File: src/design/rgbhsb_pkg.sv
// Shared widths and pipeline record for the RGB to HSB converter.
// No dependencies.
`default_nettype none
package rgbhsb_pkg;
  localparam int unsigned QuoW  = 17;
  // Wide enough for 2*HSB_MAX times a hue numerator of up to 6*delta.
  localparam int unsigned RemW  = 36;

  // One lane of the divider array: a quotient being built bit by bit.
  typedef struct packed {
    logic [RemW-1:0] rem;
    logic [RemW-1:0] den;
    logic [QuoW-1:0] quo;
  } div_lane_t;

  typedef struct packed {
    logic       vld;
    logic       zero;
    logic       bri_full;
    div_lane_t  bri;
    div_lane_t  sat;
    div_lane_t  hue;
  } stage_t;
endpackage
`default_nettype wire

File: src/design/rgbhsb_cell.sv
// One restoring division step for the brightness, saturation and hue lanes.
// Depends on rgbhsb_pkg.
`default_nettype none
module rgbhsb_cell
  import rgbhsb_pkg::*;
#(
  parameter int unsigned BitIdx = 0
) (
  input  wire logic   clk,
  input  wire logic   rst_n,
  input  wire logic   en,
  input  wire stage_t s_in,
  output stage_t      s_out
);
  stage_t s_r, s_nxt;

  function automatic div_lane_t step(input div_lane_t l);
    div_lane_t o;
    logic [2*RemW-1:0] trial;
    o = l;
    trial = {{RemW{1'b0}}, l.den} << BitIdx;
    if ({{RemW{1'b0}}, l.rem} >= trial) begin
      o.rem = l.rem - trial[RemW-1:0];
      o.quo[BitIdx] = 1'b1;
    end
    return o;
  endfunction

  always_comb begin
    s_nxt = s_in;
    s_nxt.bri = step(s_in.bri);
    s_nxt.sat = step(s_in.sat);
    s_nxt.hue = step(s_in.hue);
  end

  always_ff @(posedge clk) begin
    if (!rst_n) begin
      s_r.vld <= 1'b0;
    end else if (en) begin
      s_r <= s_nxt;
    end
  end
  assign s_out = s_r;
endmodule
`default_nettype wire

File: config.mk
export PLATFORM = sky130hd
export DESIGN_NAME = rgbhsb_cell
export DESIGN_NICKNAME = d
export VERILOG_FILES = /design/src/design/rgbhsb_pkg.sv /design/src/design/rgbhsb_cell.sv
export SDC_FILE = /design/constraint.sdc
export NUM_CORES = 1
export LEC_CHECK = 0
export ABC_AREA = 0
export BUFFER_PORTS_ARGS = -buffer_cell sky130_fd_sc_hd__buf_2
export CAP_MARGIN = 20
export CORE_AREA = 2 2 211 213
export CTS_CLUSTER_SIZE = 30
export DETAILED_ROUTE_END_ITERATION = 6
export DIE_AREA = 0 0 213 215
export HOLD_SLACK_MARGIN = 0.12
export PLACE_DENSITY_LB_ADDON = 0.15
export REMOVE_ABC_BUFFERS = 1
export SYNTH_ARGS = -nofsm -noshare
export SYNTH_HDL_FRONTEND = slang
export SYNTH_SLANG_ARGS = --single-unit
export TNS_END_PERCENT = 1
File: constraint.sdc
create_clock -name clk -period 24.6 [get_ports clk]
set_input_delay 4.92 -clock clk [delete_from_list [all_inputs] [get_ports clk]]
set_output_delay 4.92 -clock clk [all_outputs]
set_load 0.005 [all_outputs]
==> reports/results.ini <==
[route]
routed-via-count = 12740
dr.pass1.iters = 5
drtIter0Drc = 627
routedWlPerCell_um = 18.06
ant_nets = 0
drt_wl_total_mm = 46.36
drc_errors = 0
viasPerCell = 4.964

[sta]
min_period_over_period_pct = 33.63
grt_setup_unrepaired = no
holdWs_ns = 0.5292
fin_ws_ns = 16.33
finalMaxSlewViolations = 0
slew_headroom_pct = 30.23
max_freq_ghz = 0.1209
tightest_slew_ns = 1.046
tns_ns = 0
period_needed_ns = 8.274
skew_ns = 0
setup_violations = 0
final-hold-violation-count = 0

[min_path]
hold_depth = 2
min_path_type = reg2reg

[grt]
grt_pass1_wl_mm = 70.22
groute.usage.overall_pct = 19.65
grt_pass1_vias = 12740
antenna_found_initial = 13
grt_max_degree = 177
grt_overflow_total = 0

[clock_network]
clk_path_buf_depth = 3
cts_htree_levels = 2
clockRootBuffer = clkbuf_16
cts_resized = 0
cts_setup_buffers = 0
cts_tree = done
clock-sinks = 270
cts-buffers-inserted = 34
ctsHoldBuffers = 0
clock_latency_ns = 0.52
clk_pin_slew_ns = 0.06

[setup_path]
required_ns = 24.90
path_cells = buf_2 > inv_1 > ha_1 > fa_1 > nand2b_1 > a211oi_1 > o21ai_0 > a31oi_1 > o21ai_2 > o21ai_2 > a41o_1 > a221oi_4 > buf_4 > mux2_2
ff2ff_path_depth = 2
crit_family = compound AO/OA/AOI/OAI gates
slowest_stage = a221oi_4
cp-end-kind = register
cpPeakStageDelay_ns = 0.87
cp.depth = 14
path_class = in2reg
cp_num_buf_inv = 3
cp_common_cell = o21ai_2
cp_max_fo = 24
critical_path_arrival_ns = 8.57
start_kind = input pin

[yosys]
synth_cell_type_count = 67
ys_seq_area_share_pct = 51.84
synth_top_family_by_area = compound AO/OA/AOI/OAI gates
synth_compound_area_share_pct = 16.24
ys_seq_elements = 270
synthAdderAreaFrac_pct = 9.036
synth_top_area_share_pct = 51.71
synthTopCellsByCount = edfxtp_1 (269), inv_1 (131), a21oi_1 (115)
yosysMostFrequentCell = edfxtp_1
avgSynthCellArea_um2 = 11.20
synthTopCellsByArea = edfxtp_1 (52%), ha_1 (8.7%), a21oi_1 (3.7%), inv_1 (3.1%), a21o_1 (3.0%)
synth.largest_area_cell = edfxtp_1
synth_cells = 1395
synthXorXnorAreaFrac_pct = 5.046
yosysWarnings = 0
synth_flop_cell = edfxtp_1
async_reset_ff_share_pct = 0
synth_edf_count = 269
synth-simple-area-share_pct = 9.148
netlist_area_mm2 = 0.01562
synth.area.mux_share_pct = 4.422

[cells_and_area]
largest_register_ffs = 270
nets = 2326
fin_cells = 2567
layout-drive-gt1-share_pct = 33.64
area_delta_synth_final_pct = 28.41
fillers = 4234

[pwr]
seq_power_share_pct = 41.9
p_clk_share_pct = 36.1
p_int_mw = 0.9702
p_comb_share_pct = 22.0
p_leak_nw = 9.085
peakVddDrop_uv = 48.57
sw_frac_of_total_pct = 27.87
powerDensity_mw_per_mm2 = 67.07
power_switching_mw = 0.3749

[placed_design]
place_hpwl_mm = 36.50
port_buffers = 542
place_ws_ns = 15.73
routabilityCongestion = 0.8511
place_inst = 2498

[floorplanning]
dieHeight_um = 215
core_mm2 = 0.04364
start_util_pct = 35.79
rows = 77
dieArea_mm2 = 0.04580
die_w_um = 213
pin_count = 543

[run]
cap_violations = 0

[status]
outcome = completed

-- metal layers --
metal	vias up	global-route usage, %	part of all wire [%]
met3	53	6.021	8.5
met5	-	0	0.086
met1	6034	24.26	41
met2	395	33.14	48
li1	6254	-	-
met4	6	5.268	1.8
-- final timing paths --
kind	startpoint	endpoint	slack, ns
worst max-delay path	s_in[142]	s_out[149]$_DFFE_PP_	16.33
worst min-delay path	s_out[269]$_SDFFE_PN0P_	s_out[269]$_SDFFE_PN0P_	0.53
worst max register to register	s_out[269]$_SDFFE_PN0P_	s_out[269]$_SDFFE_PN0P_	24.01
worst min register to register	s_out[269]$_SDFFE_PN0P_	s_out[269]$_SDFFE_PN0P_	0.53
-- layout make-up --
type,count,area [um^2],area share (%)
Clock inverter,19,182.7,0.9107
Sequential cell,270,8098,40.37
Tap cell,592,740.7,3.693
Timing Repair Buffer,547,2763,13.77
Multi-Input combinational cell,958,6864,34.22
Antenna cell,10,25.02,0.1248
Inverter,131,491.7,2.452
Clock buffer,40,893.4,4.454
-- power groups by stage --
stage,Combinational [mW],Sequential (mW),Clock [mW]
2_1_floorplan,0.177,0.583,0
4_1_cts,0.298,0.564,0.503
6_report,0.296,0.563,0.486
3_3_place_gp,0.295,0.572,0
5_1_grt,0.330,0.566,0.519
3_5_place_dp,0.296,0.573,0
-- tightest hold or removal path, stage by stage (launching register included) --
cell and delay [ns]:
dfxtp_1 0.31, mux2i_1 0.12, nor2b_1 0.06
-- kinds of logic (layout without fill, tap and decap cells) --
group                    after synthesis  after routing
AO/OA/AOI/OAI                        396            396
XOR/XNOR                              90             90
other                                  0             10
adder cells (fa/ha/maj)              111            111
multiplexers                          53             53
flip-flops                           270            270
buffers and inverters                167            737
AND/OR/NAND/NOR                      308            308
-- metrics by stage --
stage          total power, mW  cell area (um^2)  util (%)
3_5_place_dp            0.8690             18960     43.44
2_1_floorplan           0.7607             15440         -
6_report                 1.345             20060     45.96
3_3_place_gp            0.8665             18960     43.44
4_1_cts                  1.364             20030     45.90
5_1_grt                  1.415             20050     45.94
-- layout by cell type, fill, tap and decap left out, types with 15 or more instances in the layout --
cell type / synthesis / final
nand2_1: 108 / 108
mux2_2: 20 / 20
xor2_1: 43 / 43
nand3_1: 23 / 22
xnor2_1: 47 / 47
buf_2: 5 / 542
a21oi_1: 115 / 115
o21bai_1: 17 / 17
edfxtp_1: 269 / 269
clkbuf_16: 0 / 34
a21o_1: 62 / 62
nand2b_1: 16 / 16
ha_1: 108 / 108
a211oi_1: 18 / 18
mux2_4: 27 / 27
a31oi_1: 15 / 15
nor2_1: 81 / 81
nand4_1: 19 / 19
o21ai_0: 92 / 92
inv_1: 131 / 131
(Power assumes the default switching activity.)
